### src/fra_pkg.sv
// Shared types and constants for the mixed fraction arithmetic block.
// Used by the multiplier, the divider and the top-level sequencer.
package fra_pkg;

  // Width of the result fields and of the divider datapath.
  localparam int unsigned DW = 62;
  // Width of the multiplier operands.
  localparam int unsigned MW = 32;
  // Width of the divider bit counter.
  localparam int unsigned CW = $clog2(DW);

  typedef enum logic [1:0] {
    CMD_ADD = 2'd0,
    CMD_SUB = 2'd1,
    CMD_MUL = 2'd2,
    CMD_DIV = 2'd3
  } cmd_e;

  typedef enum logic [1:0] {
    ST_OK   = 2'd0,
    ST_ZDEN = 2'd1,
    ST_DIVZ = 2'd2
  } status_e;

  typedef enum logic [3:0] {
    S_IDLE,
    S_MUL,
    S_NORM_GO,
    S_NORM_WT,
    S_GCD_GO,
    S_GCD_WT,
    S_RN_GO,
    S_RN_WT,
    S_RD_GO,
    S_RD_WT,
    S_OUT
  } state_e;

  // Request to the shared divider.
  typedef struct packed {
    logic          start;
    logic [DW-1:0] dividend;
    logic [DW-1:0] divisor;
  } div_req_t;

  // Response from the shared divider.
  typedef struct packed {
    logic          done;
    logic [DW-1:0] quo;
    logic [DW-1:0] rem;
  } div_rsp_t;

endpackage

### src/fra_mul.sv
// Registered signed multiplier shared by all product steps.
// Depends on fra_pkg for the operand width.
module fra_mul import fra_pkg::*; (
  input  logic                       clk_i,
  input  logic signed [MW-1:0]       a_i,
  input  logic signed [MW-1:0]       b_i,
  output logic signed [2*MW-1:0]     p_o
);

  logic signed [2*MW-1:0] p_q;

  // One product per cycle, registered.
  always_ff @(posedge clk_i) begin
    p_q <= a_i * b_i;
  end

  assign p_o = p_q;

endmodule

### config.mk
export PLATFORM = sky130hd
export DESIGN_NAME = fra_mul
export DESIGN_NICKNAME = d
export VERILOG_FILES = /design/src/fra_pkg.sv /design/src/fra_mul.sv
export SDC_FILE = /design/constraint.sdc
export NUM_CORES = 2
export LEC_CHECK = 0
export BUFFER_PORTS_ARGS = -buffer_cell sky130_fd_sc_hd__buf_2
export CORE_ASPECT_RATIO = 0.6
export CORE_MARGIN = 2
export CORE_UTILIZATION = 55
export CTS_BUF_LIST = sky130_fd_sc_hd__clkbuf_8
export CTS_CLUSTER_SIZE = 30
export DETAILED_ROUTE_END_ITERATION = 12
export PLACE_DENSITY = 0.7
export SLEW_MARGIN = 20
export SYNTH_ARGS = -nofsm -noshare
export SYNTH_HDL_FRONTEND = slang
export SYNTH_SLANG_ARGS = --single-unit
export TNS_END_PERCENT = 10
### constraint.sdc
create_clock -name clk_i -period 15.5 [get_ports clk_i]
set_input_delay 3.1 -clock clk_i [delete_from_list [all_inputs] [get_ports clk_i]]
set_output_delay 3.1 -clock clk_i [all_outputs]
set_load 0.02 [all_outputs]
Yosys cells after proc, flatten, opt, wreduce, memory -nomap -nowiden:

Index checks and enable logic that the tools add are counted.

* register bits: 64
* word-level logic and storage cells: 2

* $mul: 1

Operators by type and width (count)
* $mul 32x32->64: 1

Longest topological paths before layout:

* depth in word-level cells: 1
* depth in mapped cells: 28
* mapped depth without buffers: 27

Worst setup path before layout:

Ideal clock, no wire load.

* path type: input to register
* start: input port b_i[2]
* end: register p_q[62] (netlist: p_o[62])
* setup time: 0.072 ns
* data arrival time: 10.289 ns
* slack: 5.139 ns
* stages on the path: 24
* path buffers: 1
* cells stage by stage: clkbuf_1 nand2_1 inv_1 fa_1 fa_1 fa_1 fa_1 inv_1 fa_1 inv_1 fa_1 inv_1 fa_1 inv_1 fa_1 ha_1 and3_1 nand2_1 or3_1 o22a_1 o211ai_1 a31oi_1 o31ai_1 xor2_1

* longest elaborated chain between the ends: 1

RTL lines
* from (decl): line fra_mul.sv:6 `input logic signed [MW-1:0] b_i,`
* $mul 32x32->64: line fra_mul.sv:14 `p_q <= a_i * b_i;`
* to (signal assigned): line fra_mul.sv:14
* to (decl): line fra_mul.sv:10 `logic signed [2*MW-1:0] p_q;`

Every way passes these cells.

Worst setup path in the final report:

* start: input port b_i[31]
* end: register p_q[60] (netlist: p_o[60])

The elaborated chain is that of the path after synthesis.

==> results.cfg <==
[sta]
tightest_slew_ps = 1100
slew_violations = 0
max_freq_mhz = 86.1
finalHoldViolCount = 0
post-route-period-util_pct = 74.9
setup_violations = 0
rsz0062_at_grt = false
relSlewSlack_pct = 25.8
setup_tns_ps = 0
period_minus_slack_ps = 11610
worst_slack_ps = 3890

[placed_design]
dp_cells = 4731
place.gp.congestion = 0.942
dp_hpwl_um = 85800
portBuffers = 128
dp_slack_ps = 3790

[cts]
post_cts_buffers = 0
cts.sinks = 64
clk_pin_slew_ps = 90
ctsRootBufferMaster = clkbuf_8
cts_tree = yes
holdBufCountCts = 0
ctsResizeCount = 0
cts_buffer_depth = 2
htree_levels = 3
cts_made_buffers = 9

[global_route]
gr-total-overflow = 0
grt_usage_pct = 32.2
antenna_found_initial = 3
grt_pass1_vias = 26894
grt_pass1_wl_um = 166000
grt_max_degree = 33

[yosys]
yosys_warnings = 0
netlist_area_um2 = 37200
async_reset_ff_share_pct = 0
yosysSeqAreaShare_pct = 3.44
synth-main-ff-cell = dfxtp_1
synth_area_leader_cell = fa_1
synth.avg_cell_area_um2 = 9.59
yosysUniqueCellTypes = 63
synthTopCellsByArea = fa_1 58%, inv_1 9.6%, and2_1 8.7%
synth.top_cell.area_share_pct = 58.2
mappedNetlistNets = 5215
synth_edf_count = 0
syn_inst = 3884
ys_seq_elements = 64

[cells_and_area]
final_nets = 5173
final_common_cell = fa_1
largest_reg_flops = 64
regArea_um2 = 1280
final_cells = 4748
area_growth_pct = 3.71
final_cell_mix = 1,082 x fa_1, 951 x inv_1, 516 x and2_1
multi_input_area_um2 = 31600
n_fill_cell = 5821
layout-drive-gt1-share_pct = 4.83

[setup_path]
arrival_ps = 12000
worst-path-max-fanout = 25
startpoint_type = input pin
endpoint_kind = flip-flop
critPathRequiredTime_ps = 15890
path_class = input pin to flip-flop

[route]
drt_iter0_drc = 2271
vias = 25465
drt-total-wl_um = 104000
vias_per_cell = 5.36
drtAntennaViolNets = 0
drt-pass1-iter-count = 6
drc = 0
wire_per_inst_um = 22.0

[floorplanning]
floorplan.initialDensity_pct = 55.9
ios = 129
num_rows = 73
die_x_um = 340
core_um2 = 66600
die_area_um2 = 69900
die_y_um = 206

[job]
max_cap_violations = 0

[run_status]
status = finished, final reports clean

[min_path]
hold_path_class = input pin to flip-flop
hold_depth = 3
==> area by class of cell <==
class | count | share of cell area (%)
multi-input combinational | 2668 | 81.9
inverter | 952 | 9.25
sequential | 64 | 3.32
tap | 900 | 2.92
timing repair buffer | 147 | 2.03
clock buffer | 9 | 0.321
clock inverter | 7 | 0.259
antenna | 1 | 0.00648
==> cells in the mapped netlist, drive strengths merged, types with 13 or more instances <==
master,count
a21oi,68
ha,184
a31oi,13
clkbuf,195
nand3,15
o21bai,15
o21ai,31
inv,952
nand2,511
and2,516
xnor2,53
dfxtp,64
xor2,22
nor2,42
fa,1082
a21o,25
==> metal layers <==
layer / GRT usage [%] / up-vias / wire [um] / part of all wire [%]
li1: - / 10963 / - / -
met1: 49.7 / 12876 / 46600 / 45
met2: 37.0 / 1552 / 36300 / 35
met3: 20.7 / 62 / 20100 / 19
met4: 3.14 / 12 / 640 / 0.61
met5: 5.97 / - / 576 / 0.55
==> metrics by stage <==
| step | instance area, um2 | utilization [%] | hold WS, ps |
|---|---|---|---|
| 6_report | 38600 | 58.0 | 3230 |
| 5_1_grt | 38600 | 58.0 | 3230 |
| 4_1_cts | 38600 | 58.0 | 3190 |
| 3_5_place_dp | 38400 | 57.7 | 3520 |
| 3_3_place_gp | 38400 | 57.7 | 3520 |
| 2_1_floorplan | 37200 | - | 3230 |
==> path summary, 6_finish.rpt <==
path  endpoint  slack [ps]     from
max    p_o[60]        3890  b_i[31]
min     p_o[0]        3230   a_i[0]
==> worst max-delay path, stage by stage <==
cell       delay [ps]
buf_2             430
clkinv_1         1020
nor2_1            500
fa_1              540
fa_1              520
fa_1              450
fa_1              510
fa_1              730
fa_1              490
fa_1              500
inv_1              50
fa_1              480
inv_1              50
ha_1              380
a21o_1            230
a31oi_1           250
nor2_1            100
a2111oi_2         400
o22a_1            190
o211ai_1          210
a2111oi_1         420
o21bai_1          130
a21oi_1           180
xnor2_1           120
==> cells by family (layout without fill, tap and decap cells) <==
group / after synthesis / after routing / share of synthesized area [%]
fa+ha+maj: 1266 / 1266 / 64.3
buf+inv: 1152 / 1115 / 11.6
simple gates: 1134 / 1134 / 15.4
compound gates: 193 / 193 / 3.46
xor+xnor: 75 / 75 / 1.76
flops: 64 / 64 / 3.44
other cells: 0 / 1 / 0
Power is not shown: default switching activity piles up to over one toggle a cycle in this logic, so the estimate is an artifact.
