[src/fra_pkg.sv]
// Shared types and constants for the mixed fraction arithmetic block.
// Used by the multiplier, the divider and the top-level sequencer.
package fra_pkg;

  // Width of the result fields and of the divider datapath.
  localparam int unsigned DW = 62;
  // Width of the multiplier operands.
  localparam int unsigned MW = 32;
  // Width of the divider bit counter.
  localparam int unsigned CW = $clog2(DW);

  typedef enum logic [1:0] {
    CMD_ADD = 2'd0,
    CMD_SUB = 2'd1,
    CMD_MUL = 2'd2,
    CMD_DIV = 2'd3
  } cmd_e;

  typedef enum logic [1:0] {
    ST_OK   = 2'd0,
    ST_ZDEN = 2'd1,
    ST_DIVZ = 2'd2
  } status_e;

  typedef enum logic [3:0] {
    S_IDLE,
    S_MUL,
    S_NORM_GO,
    S_NORM_WT,
    S_GCD_GO,
    S_GCD_WT,
    S_RN_GO,
    S_RN_WT,
    S_RD_GO,
    S_RD_WT,
    S_OUT
  } state_e;

  // Request to the shared divider.
  typedef struct packed {
    logic          start;
    logic [DW-1:0] dividend;
    logic [DW-1:0] divisor;
  } div_req_t;

  // Response from the shared divider.
  typedef struct packed {
    logic          done;
    logic [DW-1:0] quo;
    logic [DW-1:0] rem;
  } div_rsp_t;

endpackage

[src/fra_div.sv]
// Unsigned restoring divider, one quotient bit per cycle.
// Depends on fra_pkg for widths and the request and response structs.
module fra_div import fra_pkg::*; (
  input  logic     clk_i,
  input  logic     rst_ni,
  input  div_req_t req_i,
  output div_rsp_t rsp_o
);

  logic          busy_q, busy_d;
  logic          done_q, done_d;
  logic [CW-1:0] cnt_q, cnt_d;
  logic [DW-1:0] rem_q, quo_q, dsr_q;
  logic [DW:0]   trial;
  logic [DW:0]   diff;
  logic          fits;

  // Trial subtraction of the shifted partial remainder.
  always_comb begin
    trial = {rem_q, quo_q[DW-1]};
    diff  = trial - {1'b0, dsr_q};
    fits  = ~diff[DW];
  end

  // Control next state.
  always_comb begin
    busy_d = busy_q;
    done_d = 1'b0;
    cnt_d  = cnt_q;
    if (req_i.start) begin
      busy_d = 1'b1;
      cnt_d  = CW'(DW - 1);
    end else if (busy_q) begin
      cnt_d = cnt_q - CW'(1);
      if (cnt_q == '0) begin
        busy_d = 1'b0;
        done_d = 1'b1;
      end
    end
  end

  always_ff @(posedge clk_i or negedge rst_ni) begin
    if (!rst_ni) begin
      busy_q <= 1'b0;
      done_q <= 1'b0;
      cnt_q  <= '0;
    end else begin
      busy_q <= busy_d;
      done_q <= done_d;
      cnt_q  <= cnt_d;
    end
  end

  // Remainder and quotient shift registers.
  always_ff @(posedge clk_i) begin
    if (req_i.start) begin
      rem_q <= '0;
      quo_q <= req_i.dividend;
      dsr_q <= req_i.divisor;
    end else if (busy_q) begin
      rem_q <= fits ? diff[DW-1:0] : trial[DW-1:0];
      quo_q <= {quo_q[DW-2:0], fits};
    end
  end

  assign rsp_o.done = done_q;
  assign rsp_o.quo  = quo_q;
  assign rsp_o.rem  = rem_q;

endmodule

[config.mk]
export PLATFORM = sky130hd
export DESIGN_NAME = fra_div
export DESIGN_NICKNAME = d
export VERILOG_FILES = /design/src/fra_pkg.sv /design/src/fra_div.sv
export SDC_FILE = /design/constraint.sdc
export NUM_CORES = 1
export LEC_CHECK = 0
export BUFFER_PORTS_ARGS = -buffer_cell sky130_fd_sc_hd__buf_2
export CORE_MARGIN = 4
export CORE_UTILIZATION = 50
export CTS_CLUSTER_DIAMETER = 100
export DETAILED_ROUTE_END_ITERATION = 6
export PLACE_DENSITY_LB_ADDON = 0.2
export RECOVER_POWER = 50
export SYNTH_ARGS = -nofsm -noshare
export SYNTH_HDL_FRONTEND = slang
export SYNTH_SLANG_ARGS = --single-unit
[constraint.sdc]
create_clock -name clk_i -period 3.75 [get_ports clk_i]
set_clock_uncertainty 0.2 [all_clocks]
set_input_delay 0 -clock clk_i [delete_from_list [all_inputs] [get_ports clk_i]]
set_output_delay 0 -clock clk_i [all_outputs]
set_load 0.01 [all_outputs]
# Yosys cells after proc, flatten, opt, wreduce, memory -nomap -nowiden
# Cells that the tools add are included.
# word_totals
ff_bits,194
word_cells,22
output_inout_bits,125
in_bits,127
# classes
bitwise,1
n_addsub,2
reduce_logical,2
mux,11
# ops
operator,n
$mux 62,3
$sub 63x62->63,1
$mux 6,2
$logic_not 6->1,1
$mux 1,6
$sub 6x1->6 const B,1
$reduce_bool 2->1,1
$not 1->1,1

# Logic depth before layout (Yosys ltp)
# depth
word_depth,4
depth_mapped,15
depth_no_buf,14

# Worst setup path after synthesis
# Ideal clock, no wire load.
# synth_path
kind,register -> register
start,reg quo_q[61]
end,reg rem_q[26]
path_buffers,2
required_time_ns,3.459
path_slack_ns,0.477
path_stages_with_launch,16
t_arrival_ns,2.982
setup_ns,0.091
synth_period_minus_slack_ns,3.273
cell_sequence,edfxtp_1 inv_1 ha_1 fa_1 nand2b_1 a21o_1 a21oi_1 o2111ai_1 nand2_1 nor2_1 o211ai_2 xnor2_2 buf_2 buf_2 nand2_1 a311oi_1
# synth_between
elab_chain_cells,2
# synth_rtl
element,line,text
start: declaration,fra_div.sv:13,"logic [DW-1:0] rem_q, quo_q, dsr_q;"
start signal: assignment,fra_div.sv:58,quo_q <= req_i.dividend;
start signal: assignment,fra_div.sv:62,"quo_q <= {quo_q[DW-2:0], fits};"
$sub 63x62->63,fra_div.sv:21,"diff = trial - {1'b0, dsr_q};"
$mux 62,fra_div.sv:61,rem_q <= fits ? diff[DW-1:0] : trial[DW-1:0];
end signal: assignment,fra_div.sv:61,
end: declaration,fra_div.sv:13,
# No other way between the ends.
# A chain may end at the register's enable or synchronous reset.

# Worst setup path in the final report
# layout_path
start,reg dsr_q[1]
end,reg rem_q[59]
# layout_between
elab_chain_cells,2
# layout_rtl
element,line,text
start: declaration,fra_div.sv:13,
start signal: assignment,fra_div.sv:59,dsr_q <= req_i.divisor;
$sub 63x62->63,fra_div.sv:21,
$mux 62,fra_div.sv:61,
# No other way between the ends.

==> run metrics <==
run status=finished, final reports clean; Power Total=5.212 mW; grt met3 use=0.05832; Arr. time, crit path=3710 ps; Worst-Margin Slew=872.2 ps; Top Ports=252; CTS sink cnt=194; pwr dens=344.0 nW/µm²; Worst R2R Setup Slack=180 ps; width of the chip=159.9 µm; Vias per Instance=5.569; RD Place Congestion=0.8994; clock root cell=clkbuf_16; port buffer count=251; Core Box Area=22,640 µm²; FMAX=279.8 MHz; Layout Utilization=0.6692; GRT Max-Usage Layer=met2; clk_lat worst skew=450 ps; Final setup viols=0; max_cap viols=0; Hold WS=47.24 ps; number of synthesized flops with an enable pin=124; register bit total from synthesis=194; Slew HR=0.4186; CTS tree=done; die height=159.9 µm; CP startpoint kind=register; clk buf depth=2; cell area after synthesis=11,540 µm²; Worst Hold Class=in2reg; Slew Viols, Final=0; Cell variety after synth=76; final WL=32.94 mm; antenna violation net count after detailed routing=0; largest net degree at the start of global routing=82; Num CTS Buffers=17; Syn Nets=1,381; vias in the first global route=10,530; All-Layer GR Usage=0.2517; ys flop type=edfxtp_1; first-pass GRT wire length=53.27 mm; clk slew on worst S/H paths=90 ps; initial antenna violation count=1; Fin Setup TNS=0 ps; RR Startpoint=dsr_q[1]$_DFFE_PP_; number of synthesis warnings=0; Final period util=0.9531; DRC viols=0; most common cell after layout, fill and taps aside=nand2_1; P&R area growth vs syn=31.33%; number of fill cells=1,831; sequential area share after synthesis=0.4477; final net count=1,771; routing usage on met1=0.3203; Syn Area/Cell=9.703 µm²; Initial Utilization=0.5096; commonest cells after routing, fill and taps aside=nand2_1, clkbuf_1, dlygate4sd3_1, edfxtp_1, buf_2; drt pass-1 iters=7; beginning of the worst hold path=req_i[10]; Req. time, crit path=3890 ps; Async SR Flop Fraction=0.04124; crit path launch=dsr_q[1]$_DFFE_PP_; CP Class=reg2reg; Crit Path Max Fanout=4; initial drt markers=758; proportion of layout cells with a drive suffix above 1=0.1891; DIE AREA=25,570 µm²; Leak=6.433 nW; wire length per cell=17.54 µm; H-tree Lvls=4; Worst Setup End Kind=register; total number of vias=10,460; routing usage on met2=0.4313; DP HPWL=23.16 mm; worst-case vdd ir drop=0.3823 mV; fin crit period=3574 ps; total gr overflow=0; Mapped Cells=1,189; row count=55; endpoints failing hold=0
where the power goes:
part	switching (mW)	total, mW	leakage [nW]	internal (mW)
logic	0.387	0.748	4.28	0.360
registers	0.0688	2.49	1.85	2.42
clock network	1.03	1.98	0.310	0.945
total	1.49	5.21	6.43	3.73
sequential cells by signal, summed over array words and instances (netlist names):
name and flops:
dsr_q 62, rem_q 62, done_q 1, busy_q 1
cnt_q 6, quo_q 62
per-layer routing:
metal,vias up,part of all wire
met5,-,0
met4,0,0.022
met3,59,0.063
met2,340,0.49
met1,4937,0.42
li1,5122,-
logic make-up after synthesis:
| logic type | Yosys count | share of synthesized area |
|---|---|---|
| compound gates | 309 | 0.1795 |
| xor+xnor | 60 | 0.04620 |
| fa+ha+maj | 65 | 0.07114 |
| buf+inv | 139 | 0.04924 |
| flops | 194 | 0.4477 |
| mux | 64 | 0.06225 |
| simple gates | 358 | 0.1440 |
synthesized netlist by cell type, types with 19 or more instances:
cell type | instances | share of area
a211oi_1 | 19 | 0.012
a21o_1 | 34 | 0.022
a21oi_1 | 94 | 0.041
a311oi_1 | 35 | 0.027
buf_2 | 25 | 0.011
clkbuf_1 | 30 | 0.0098
dfxtp_1 | 62 | 0.11
edfxtp_1 | 124 | 0.32
ha_1 | 64 | 0.069
inv_1 | 78 | 0.025
mux2_2 | 62 | 0.061
nand2_1 | 146 | 0.048
nand4_1 | 27 | 0.015
nor2_1 | 86 | 0.028
o21ai_0 | 46 | 0.020
xnor2_1 | 36 | 0.027
xor2_1 | 23 | 0.017
what timing repair did:
action | 4_1_cts | 5_1_grt
setup buffers | 0 | 8
pin swaps | 0 | 3
endpoints found under the hold margin | 160 | 0
gates resized for setup | 3 | 7
hold buffers | 127 | 0
setup endpoints to repair | 33 | 56
gates cloned | 0 | 0
stage by stage:
stage | instances | area [µm²] | setup slack (ps)
finish | 1878 | 15150 | 175.9
CTS | 1869 | 15200 | 60.05
detailed placement | 1710 | 13260 | -219.5
floorplan | 1189 | 11540 | 476.7
global placement | 1710 | 13260 | 35.60
global route | 1878 | 15150 | -10.79
layout make-up:
type,instances,area [µm²],share of cell area
Clock inverter,15,224.0,0.01478
Inverter,79,296.5,0.01957
Timing Repair Buffer,431,2800,0.1848
Sequential cell,194,5166,0.3410
Tap cell,285,356.6,0.02353
Multi-Input combinational cell,856,5881,0.3881
Antenna cell,1,2.502,0.0001652
Clock buffer,17,425.4,0.02808
final timing paths:
| path | endpoint | cells past startpoint |
|---|---|---|
| hold / removal | dsr_q[10]$_DFFE_PP_ | 2 |
| setup / recovery | rem_q[59]$_SDFFE_PP0P_ | 14 |
| min in group asynchronous | cnt_q[2]$_DFFE_PN0P_ | 3 |
| setup reg to reg | rem_q[59]$_SDFFE_PP0P_ | 14 |
| max in group asynchronous | busy_q$_DFF_PN0_ | 3 |
| hold reg to reg | rem_q[29]$_SDFFE_PP0P_ | 2 |
critical path, stage by stage (launching register included):
cell and delay, ps:
edfxtp_1 390, inv_1 50, ha_1 260, nor2b_1 180, o2111ai_1 170, buf_4 180, a21oi_1 220, o41ai_2 110
o22ai_2 240, o21ai_2 150, o31ai_2 510, a21bo_1 270, nand4_1 140, mux2i_1 150, a211o_1 260
No activity file was read; power rests on OpenSTA's default activity.
